$ cat src/hdl/lwwr_pkg.sv
// Shared types and constants for the longest window within range block.
`default_nettype none

package lwwr_pkg;

  // Fixed widths of the sample and the reported lengths.
  localparam int unsigned DATA_W = 32;
  localparam int unsigned LEN_W  = 11;

  // Operations of the shared compare unit.
  typedef enum logic {
    OP_LE,
    OP_RANGE
  } cmp_op_e;

  // Sequencer states.
  typedef enum logic [3:0] {
    ST_IDLE,
    ST_DROP,
    ST_FRONT,
    ST_APPEND,
    ST_PUSH_H_RD,
    ST_PUSH_H_CMP,
    ST_PUSH_H_WR,
    ST_PUSH_L_RD,
    ST_PUSH_L_CMP,
    ST_PUSH_L_WR,
    ST_CHECK,
    ST_OUT
  } state_e;

endpackage

`default_nettype wire

$ cat src/hdl/lwwr_cmp_unit.sv
// Shared compare unit: ordered compare and range check of two samples.
`default_nettype none

module lwwr_cmp_unit (
  input  var lwwr_pkg::cmp_op_e          op_i,
  input  wire [lwwr_pkg::DATA_W-1:0]     a_i,
  input  wire [lwwr_pkg::DATA_W-1:0]     b_i,
  input  wire [lwwr_pkg::DATA_W-1:0]     bound_i,
  output logic                           pass_o
);

  logic [lwwr_pkg::DATA_W:0] diff;

  // One 33-bit subtract serves both operations.
  assign diff = {1'b0, a_i} - {1'b0, b_i};

  always_comb begin
    unique case (op_i)
      lwwr_pkg::OP_LE:    pass_o = diff[lwwr_pkg::DATA_W] || (diff == '0);
      lwwr_pkg::OP_RANGE: pass_o = !diff[lwwr_pkg::DATA_W] &&
                                   (diff[lwwr_pkg::DATA_W-1:0] <= bound_i);
      default:            pass_o = 1'b0;
    endcase
  end

endmodule

`default_nettype wire

$ cat config.mk
export PLATFORM = sky130hd
export DESIGN_NAME = lwwr_cmp_unit
export DESIGN_NICKNAME = d
export VERILOG_FILES = /design/src/hdl/lwwr_pkg.sv /design/src/hdl/lwwr_cmp_unit.sv
export SDC_FILE = /design/constraint.sdc
export NUM_CORES = 1
export LEC_CHECK = 0
export CORE_MARGIN = 4
export CORE_UTILIZATION = 60
export DETAILED_ROUTE_END_ITERATION = 10
export DONT_BUFFER_PORTS = 1
export PLACE_DENSITY = 0.78
export SKIP_LAST_GASP = 1
export SLEW_MARGIN = 20
export SYNTH_ARGS = -nofsm -noshare
export SYNTH_HDL_FRONTEND = slang
export SYNTH_SLANG_ARGS = --single-unit
$ cat constraint.sdc
create_clock -name vclk -period 13.8
set_input_delay 3.45 -clock vclk [all_inputs]
set_output_delay 3.45 -clock vclk [all_outputs]
set_load 0.1 [all_outputs]
== Word level (Yosys, flattened, before mapping) ==
Index checks and enable logic that the tools add are counted.

* $add $sub $neg: 1
* Order comparisons: 1
* Muxes and demuxes: 1
* Bitwise operators: 1
* Reduce and logical (&&, ||, !) cells: 4

{| class="wikitable"
|+ Operators by type and width
! kind !! count
|-
| $logic_not 33->1 || 1
|-
| $sub 32x32->33 || 1
|-
| $le 32x32->1 || 1
|-
| $pmux 1 s2 || 1
|-
| $logic_and 1x1->1 || 1
|-
| $logic_not 1->1 || 1
|-
| $logic_or 1x1->1 || 1
|-
| $not 1->1 || 1
|}

* Register bits after elaboration: 0
* Bits of input ports: 97
* Output and inout bits: 1
* Logic and storage cells: 8

== Longest topological paths before layout ==
Gate-level depths: netlist (run 1).

* Word-level depth: 4
* Depth in mapped cells: 22
* Gate-level depth less buffers: 22

== Worst setup path before layout (run 1) ==
Ideal clock, no wire load.

* Path kind: input to output
* From: in b_i[6] (netlist bit)
* To: out pass_o
* Arrival time: 7579 ps
* Data required time: 10350 ps
* Path slack: 2771 ps
* Cell stages on the path: 20
* Path buffers: 0
* Cells stage by stage: inv_1 -> ha_1 -> a21o_2 -> a31oi_1 -> o2111a_1 -> a21oi_2 -> a311oi_2 -> nor2_1 -> nor3_1 -> xnor2_1 -> ha_1 -> nand4_1 -> or2_2 -> nor4_1 -> nand2_1 -> nor4_1 -> a31o_2 -> nand2_1 -> mux2i_1 -> a31o_1

* Longest elaborated chain between the ends: 4
* Elaborated cells between the ends (all ways): 7
* Those cells by class: 1 x add/sub; 1 x order compare; 1 x mux; 4 x reduce/logical

{| class="wikitable"
|+ Ends and longest elaborated chain
! item !! line !! source
|-
| start, declared || lwwr_cmp_unit.sv:7 || <nowiki>input wire [lwwr_pkg::DATA_W-1:0] b_i,</nowiki>
|-
| $sub 32x32->33 (*) || lwwr_cmp_unit.sv:15 || <nowiki>assign diff = {1'b0, a_i} - {1'b0, b_i};</nowiki>
|-
| $le 32x32->1, or another cell as far along || lwwr_cmp_unit.sv:21 || <nowiki>(diff[lwwr_pkg::DATA_W-1:0] <= bound_i);</nowiki>
|-
| $logic_and 1x1->1 / $logic_or 1x1->1 (equally long branches) || lwwr_cmp_unit.sv:20, lwwr_cmp_unit.sv:19 ||
|-
| $pmux 1 s2 (*) || lwwr_cmp_unit.sv:18 || <nowiki>unique case (op_i)</nowiki>
|-
| end, declared || lwwr_cmp_unit.sv:9 || <nowiki>output logic pass_o</nowiki>
|}

Mark *: on every way between the ends. The rest lies on a longest branch, timed or not.

== Final worst setup path (run 1) ==
Same ends and word-level chain as after synthesis.

==> out/qor.csv, run 1 <==
metric;value;unit
outcome;complete, no violations;
Setup-failing EPs final;0;
Worst slew margin;0.341;
area added between synthesis and finish;0.998;%
wire per inst;15.1;um
Synth cell types;59;
fmax;87.2;MHz
Critical Path AT;8.02;ns
share of layout cells above drive strength 1;0.0548;
detailed placement HPWL;5870;um
leading area contributor after synthesis;ha_1;
Leakage;1.47;nW
Final nets;547;
FF+latch count;0;
Die Wd;75.8;um
Worst Setup EP;pass_o;
Post-CTS Setup Bufs;0;
Routed Antenna Nets;0;
Die Ht;75.8;um
syn nets;553;
critical path startpoint;b_i[6];
final WL;6570;um
worst-path maximum fanout;6;
min-delay src;op_i;
Iteration-0 DRC Markers;88;
power per cell area;56.9;mW/mm2
nature of the critical path endpoint;primary output;
clkbuf count;0;
Inst Count DP;435;
Global Route Usage Sum;0.224;
global-route wire length before repair;10600;um
antenna violations before repair;0;
Tmin final;11.47;ns
Inserted Diodes;0;
DR vias;2695;
setup TNS;0;ns
worst hold path class;in2out;
number of fill cells;407;
CTS hold repair buffers;0;
Startpoint Class;input pin;
# rows;24;
hold slack;7.49;ns
max-slew violations;0;
worst vdd ir;30.3;uV
post-CTS resize count;0;
Port Buf Inserts;0;
MaxCap Viol Count;0;
final hold violation count;0;
DRC viols;0;
post-synthesis sequential area ratio;0;
fin crit share;0.831;
vias in the first global route;2541;
warnings from Yosys;0;
gp weighted congestion;0.893;
top cells by area, synth;ha_1, inv_1, xnor2_1;
FF+latch area;0;um2
DR vias/cell;6.20;
core area;0.00441;mm2
worst-margin pin slew;0.990;ns
total congestion overflow;0;
I/O Pins;98;
RSZ-0062 raised after global routing;no;
final std cells w/o fill;435;
mean post-synth cell area;7.05;um2
cell count after synthesis;391;
drt pass-1 iters;4;
largest net degree at the start of global routing;10;
crit path kind;in2out;
total die area;0.00574;mm2
Initial Util;0.625;
Syn Std Cell Area;0.00276;mm2
top cell type's share of synthesized area;0.290;
Req. time, crit path;10.35;ns
-- logic make-up after synthesis --
| kind of cell | synth area share |
|---|---|
| xor+xnor | 0.0889 |
| mux | 0.00726 |
| simple gates | 0.194 |
| fa+ha+maj | 0.298 |
| compound gates | 0.302 |
| buf+inv | 0.110 |
-- metal layers --
metal / vias up / routed length, um / global-route usage
li1: 1381 / - / -
met1: 1211 / 3210 / 0.318
met2: 95 / 2960 / 0.382
met3: 8 / 311 / 0.0106
met4: 0 / 79 / 0.0291
met5: - / 0 / 0
-- final cells by class --
cell class,instances,area [um2],share of cell area
Inverter,71,267,0.0957
Tap cell,52,65.1,0.0234
Multi-Input combinational cell,312,2450,0.881
-- through the flow --
| stage | utilization | power (mW) | area [um2] | worst slack, ns |
|---|---|---|---|---|
| 2_1_floorplan | - | 0.127 | 2760 | 2.77 |
| 4_1_cts | 0.631 | 0.157 | 2790 | 2.34 |
| 5_1_grt | 0.631 | 0.179 | 2790 | 1.96 |
| 3_5_place_dp | 0.631 | 0.156 | 2790 | 2.36 |
| 3_3_place_gp | 0.631 | 0.153 | 2790 | 2.48 |
| 6_report | 0.631 | 0.158 | 2790 | 2.33 |
-- cell usage in the layout, fill, tap and decap left out, types with 3 or more instances in the layout --
| cell | n |
|---|---|
| nor2_1 | 24 |
| inv_1 | 71 |
| nor3_1 | 8 |
| nand2_1 | 22 |
| xnor2_1 | 19 |
| a211o_1 | 3 |
| a31o_2 | 4 |
| o21a_1 | 6 |
| nand3_1 | 9 |
| nor2b_1 | 3 |
| nand4_1 | 11 |
| a21oi_1 | 28 |
| a21o_1 | 15 |
| ha_1 | 64 |
| xor2_1 | 9 |
| o21ai_0 | 24 |
| a31oi_1 | 5 |
| o211ai_1 | 4 |
| a211oi_1 | 6 |
| nor4_1 | 4 |
-- cell usage after synthesis (2+ instances only) --
cell type,number
a211o_1,3
a211oi_1,6
a21o_1,15
a21o_2,2
a21oi_1,28
a21oi_2,2
a31o_2,4
a31oi_1,5
and3_1,2
clkbuf_1,7
ha_1,64
inv_1,71
mux2i_1,2
nand2_1,22
nand2b_1,2
nand3_1,9
nand4_1,11
nor2_1,24
nor2b_1,3
nor3_1,8
nor4_1,4
o211ai_1,4
o21a_1,6
o21ai_0,24
o21ai_2,2
o21bai_1,2
xnor2_1,19
xor2_1,9
-- where the power goes --
part / internal [mW] / switching [mW] / total [mW]
clock network: 0 / 0 / 0
logic: 0.0672 / 0.0911 / 0.158
registers: 0 / 0 / 0
-- critical path: stages --
cell and delay [ns]:
inv_1 0.02, ha_1 0.35, a21o_2 0.30, a31oi_1 0.15, o2111a_1 0.23, a21oi_2 0.10
a311oi_2 0.43, nor2_1 0.10, nor3_1 0.20, xnor2_1 0.13, ha_1 0.30, nand4_1 0.08
or2_2 0.31, nor4_1 0.34, nand2_1 0.12, nor4_1 0.30, a31o_2 0.14, nand2_1 0.04
mux2i_1 0.13, a31o_1 0.79
-- worst min-delay path by stage --
| stage | slack (ns) | depth (start not counted) | end |
|---|---|---|---|
| after floorplan | 7.46 | 2 | pass_o |
| after global placement | 7.49 | 2 | pass_o |
| after detailed placement | 7.49 | 2 | pass_o |
| after CTS | 7.49 | 2 | pass_o |
| after global routing | 7.52 | 2 | pass_o |
| final | 7.49 | 2 | pass_o |
No activity file was read; power rests on OpenSTA's default activity.
==> run 2, diff against run 1 <==
- ABC_AREA: unset -> 1
- PLACE_DENSITY: 0.78 -> 0.81
- clock period: 13.8 -> 10 ns (I/O delays scaled with it)
==> run 2 against run 1 <==
Net effect:
- via count grew 58%
- global-route usage grew 3.8 points
- first-iteration DRC count grew to 3.1 times the previous value
- area after synthesis grew 31%
- sequential share of layout area is the same
- count of clock-buffer cells in the layout is the same
- non-clock buffer count grew 1
==> out/qor.csv, run 2 <==
metric;value;unit;change
Iteration-0 DRC Markers;274;;was 88
post-CTS resize count;0;;unchanged
core area;0.00589;mm2;was 0.00441 mm2
Startpoint Class;input pin;;unchanged
critical path startpoint;b_i[20];;was b_i[6]
DP Area;0.00372;mm2;was 0.00279 mm2
min-delay src;op_i;;unchanged
crit path kind;in2out;;unchanged
post-synthesis sequential area ratio;0;;unchanged
Most common cell on crit path;nand2_1;;
# rows;28;;was 24
cell count after synthesis;724;;was 391
final std cells w/o fill;799;;was 435
largest net degree at the start of global routing;8;;was 10
drt pass-1 iters;5;;was 4
fmax;123;MHz;
Global Route Usage Sum;0.262;;was 0.224
final WL;9890;um;was 6570 um
critical path depth;21;;was 20
FF+latch count;0;;unchanged
Leakage;2.51;nW;was 1.47 nW
nature of the critical path endpoint;primary output;;unchanged
Crit path max-delay family;simple AND/OR/NAND/NOR gates;;was compound AO/OA/AOI/OAI gates
MaxCap Viol Count;0;;unchanged
gp weighted congestion;0.954;;was 0.893
Inserted Diodes;0;;unchanged
top cells by area, synth;nand2_1, ha_1, inv_1;;was ha_1, inv_1, xnor2_1
slowest cell on the critical path;ha_1;;was a31o_1
warnings from Yosys;0;;unchanged
outcome;complete, no violations;;unchanged
detailed placement HPWL;9040;um;was 5870 um
vias in the first global route;3868;;was 2541
worst-margin pin slew;0.426;ns;was 0.990 ns
Synth Area in Compound Gates;0.0929;;was 0.302
largest family of logic cells by synthesized area;simple AND/OR/NAND/NOR gates;;was compound AO/OA/AOI/OAI gates
worst vdd ir;39.7;uV;was 30.3 uV
Routed Antenna Nets;0;;unchanged
Die Wd;85.7;um;was 75.8 um
clkbuf count;0;;unchanged
total congestion overflow;0;;unchanged
Post-CTS Setup Bufs;0;;unchanged
final hold violation count;0;;unchanged
worst hold path class;in2out;;unchanged
share of layout cells above drive strength 1;0.0428;;was 0.0548
syn nets;886;;was 553
crit-path max cell delay;0.38;ns;was 0.79 ns
worst-path maximum fanout;5;;was 6
most frequent cells in the layout;nand2_1, inv_1, ha_1;;was inv_1, ha_1, a21oi_1
Req. time, crit path;7.50;ns;was 10.35 ns
max-slew violations;0;;unchanged
mux cell area share after synthesis;0;;was 0.00726
CTS hold repair buffers;0;;unchanged
setup TNS;0;ns;unchanged
Adder-Cell Fraction of Synth Area;0.227;;was 0.298
most common cell after layout, fill and taps aside;nand2_1;;was inv_1
most common cell in the netlist;nand2_1;;was inv_1
Post-Synth XOR/XNOR Area;0.00967;;was 0.0889
simple-gate share of the synthesized area;0.469;;was 0.194
critical-path cell list;inv_1, ha_1, nand2_1, nor2_1, inv_1, nor3_1, nand3b_1, nand2_1, nand2_1, nand2_1, inv_1, ha_1, nand4_1, inv_1, nand2_1, nor4_1, nand2_1, a21oi_1, nor2_1, a21oi_2, buf_4;;was inv_1, ha_1, a21o_2, a31oi_1, o2111a_1, a21oi_2, a311oi_2, nor2_1, nor3_1, xnor2_1, ha_1, nand4_1, or2_2, nor4_1, nand2_1, nor4_1, a31o_2, nand2_1, mux2i_1, a31o_1
FF+latch area;0;um2;unchanged
total die area;0.00735;mm2;was 0.00574 mm2
mean post-synth cell area;5.00;um2;was 7.05 um2
Synth cell types;27;;was 59
finished layout cell area;0.00372;mm2;was 0.00279 mm2
top cell type's share of synthesized area;0.259;;was 0.290
leading area contributor after synthesis;nand2_1;;was ha_1
Die Ht;85.7;um;was 75.8 um
Syn Std Cell Area;0.00362;mm2;was 0.00276 mm2
Final nets;888;;was 547
Setup-failing EPs final;0;;unchanged
most common library cells after synthesis;nand2_1, inv_1, ha_1;;was inv_1, ha_1, a21oi_1
DRC viols;0;;unchanged
Critical Path AT;5.61;ns;was 8.02 ns
Inst Count DP;799;;was 435
I/O Pins;98;;unchanged
DR vias;4254;;was 2695
Worst slew margin;0.714;;was 0.341
Tmin final;8.11;ns;
CP bufs+invs;5;;was 1
hold slack;5.40;ns;was 7.49 ns
area added between synthesis and finish;2.59;%;was 0.998%
wire per inst;12.4;um;was 15.1 um
power per cell area;64.9;mW/mm2;was 56.9 mW/mm2
DR vias/cell;5.32;;was 6.20
antenna violations before repair;0;;unchanged
number of fill cells;639;;was 407
Port Buf Inserts;0;;unchanged
global-route wire length before repair;16200;um;was 10600 um
Initial Util;0.616;;was 0.625
fin crit share;0.811;;
RSZ-0062 raised after global routing;no;;unchanged
Util after Layout;0.632;;was 0.631
Worst Setup EP;pass_o;;unchanged
-- run 2: worst min-delay path, cell delays in order --
cell     delay [ns]
inv_1          0.02
nor2_1         0.12
a21oi_2        0.04
buf_4          0.23
-- run 2: final cells by class --
class | instances | area, um2 | area share
inverters | 192 | 721 | 0.194
multi-input cells | 531 | 2900 | 0.779
well taps | 75 | 93.8 | 0.0252
repair buffers | 1 | 7.51 | 0.00202
-- run 2: cell families (layout without fill, tap and decap cells) --
group | after synthesis | count (layout)
AO/OA/AOI/OAI | 63 | 63
adder cells (fa/ha/maj) | 65 | 65
AND/OR/NAND/NOR | 399 | 399
XOR/XNOR | 4 | 4
buffers and inverters | 193 | 193
-- run 2: worst min path at each step --
stage | depth (start not counted) | to | slack (ns)
after global routing | 4 | pass_o | 5.42
after CTS | 4 | pass_o | 5.40
final | 4 | pass_o | 5.40
after global placement | 3 | pass_o | 5.40
after floorplan | 3 | pass_o | 5.46
after detailed placement | 4 | pass_o | 5.40
-- run 2: per-layer routing --
metal | up-vias | share of wire | global-route usage
li1 | 2208 | - | -
met1 | 1879 | 0.50 | 0.382
met2 | 153 | 0.42 | 0.426
met3 | 14 | 0.055 | 0.0154
met4 | 0 | 0.021 | 0.0518
met5 | - | 0 | 0
-- run 2: report_power, final --
group | leakage [nW] | total, mW | internal (mW) | switching [mW]
Combinational | 2.51 | 0.241 | 0.0835 | 0.158
Clock | 0 | 0 | 0 | 0
Sequential | 0 | 0 | 0 | 0
Total | 2.51 | 0.241 | 0.0835 | 0.158
-- run 2: stage by stage --
step | power, mW | worst slack, ns
3_3_place_gp | 0.229 | 2.06
3_5_place_dp | 0.237 | 1.96
4_1_cts | 0.238 | 1.95
6_report | 0.241 | 1.89
5_1_grt | 0.277 | 1.66
2_1_floorplan | 0.185 | 1.21
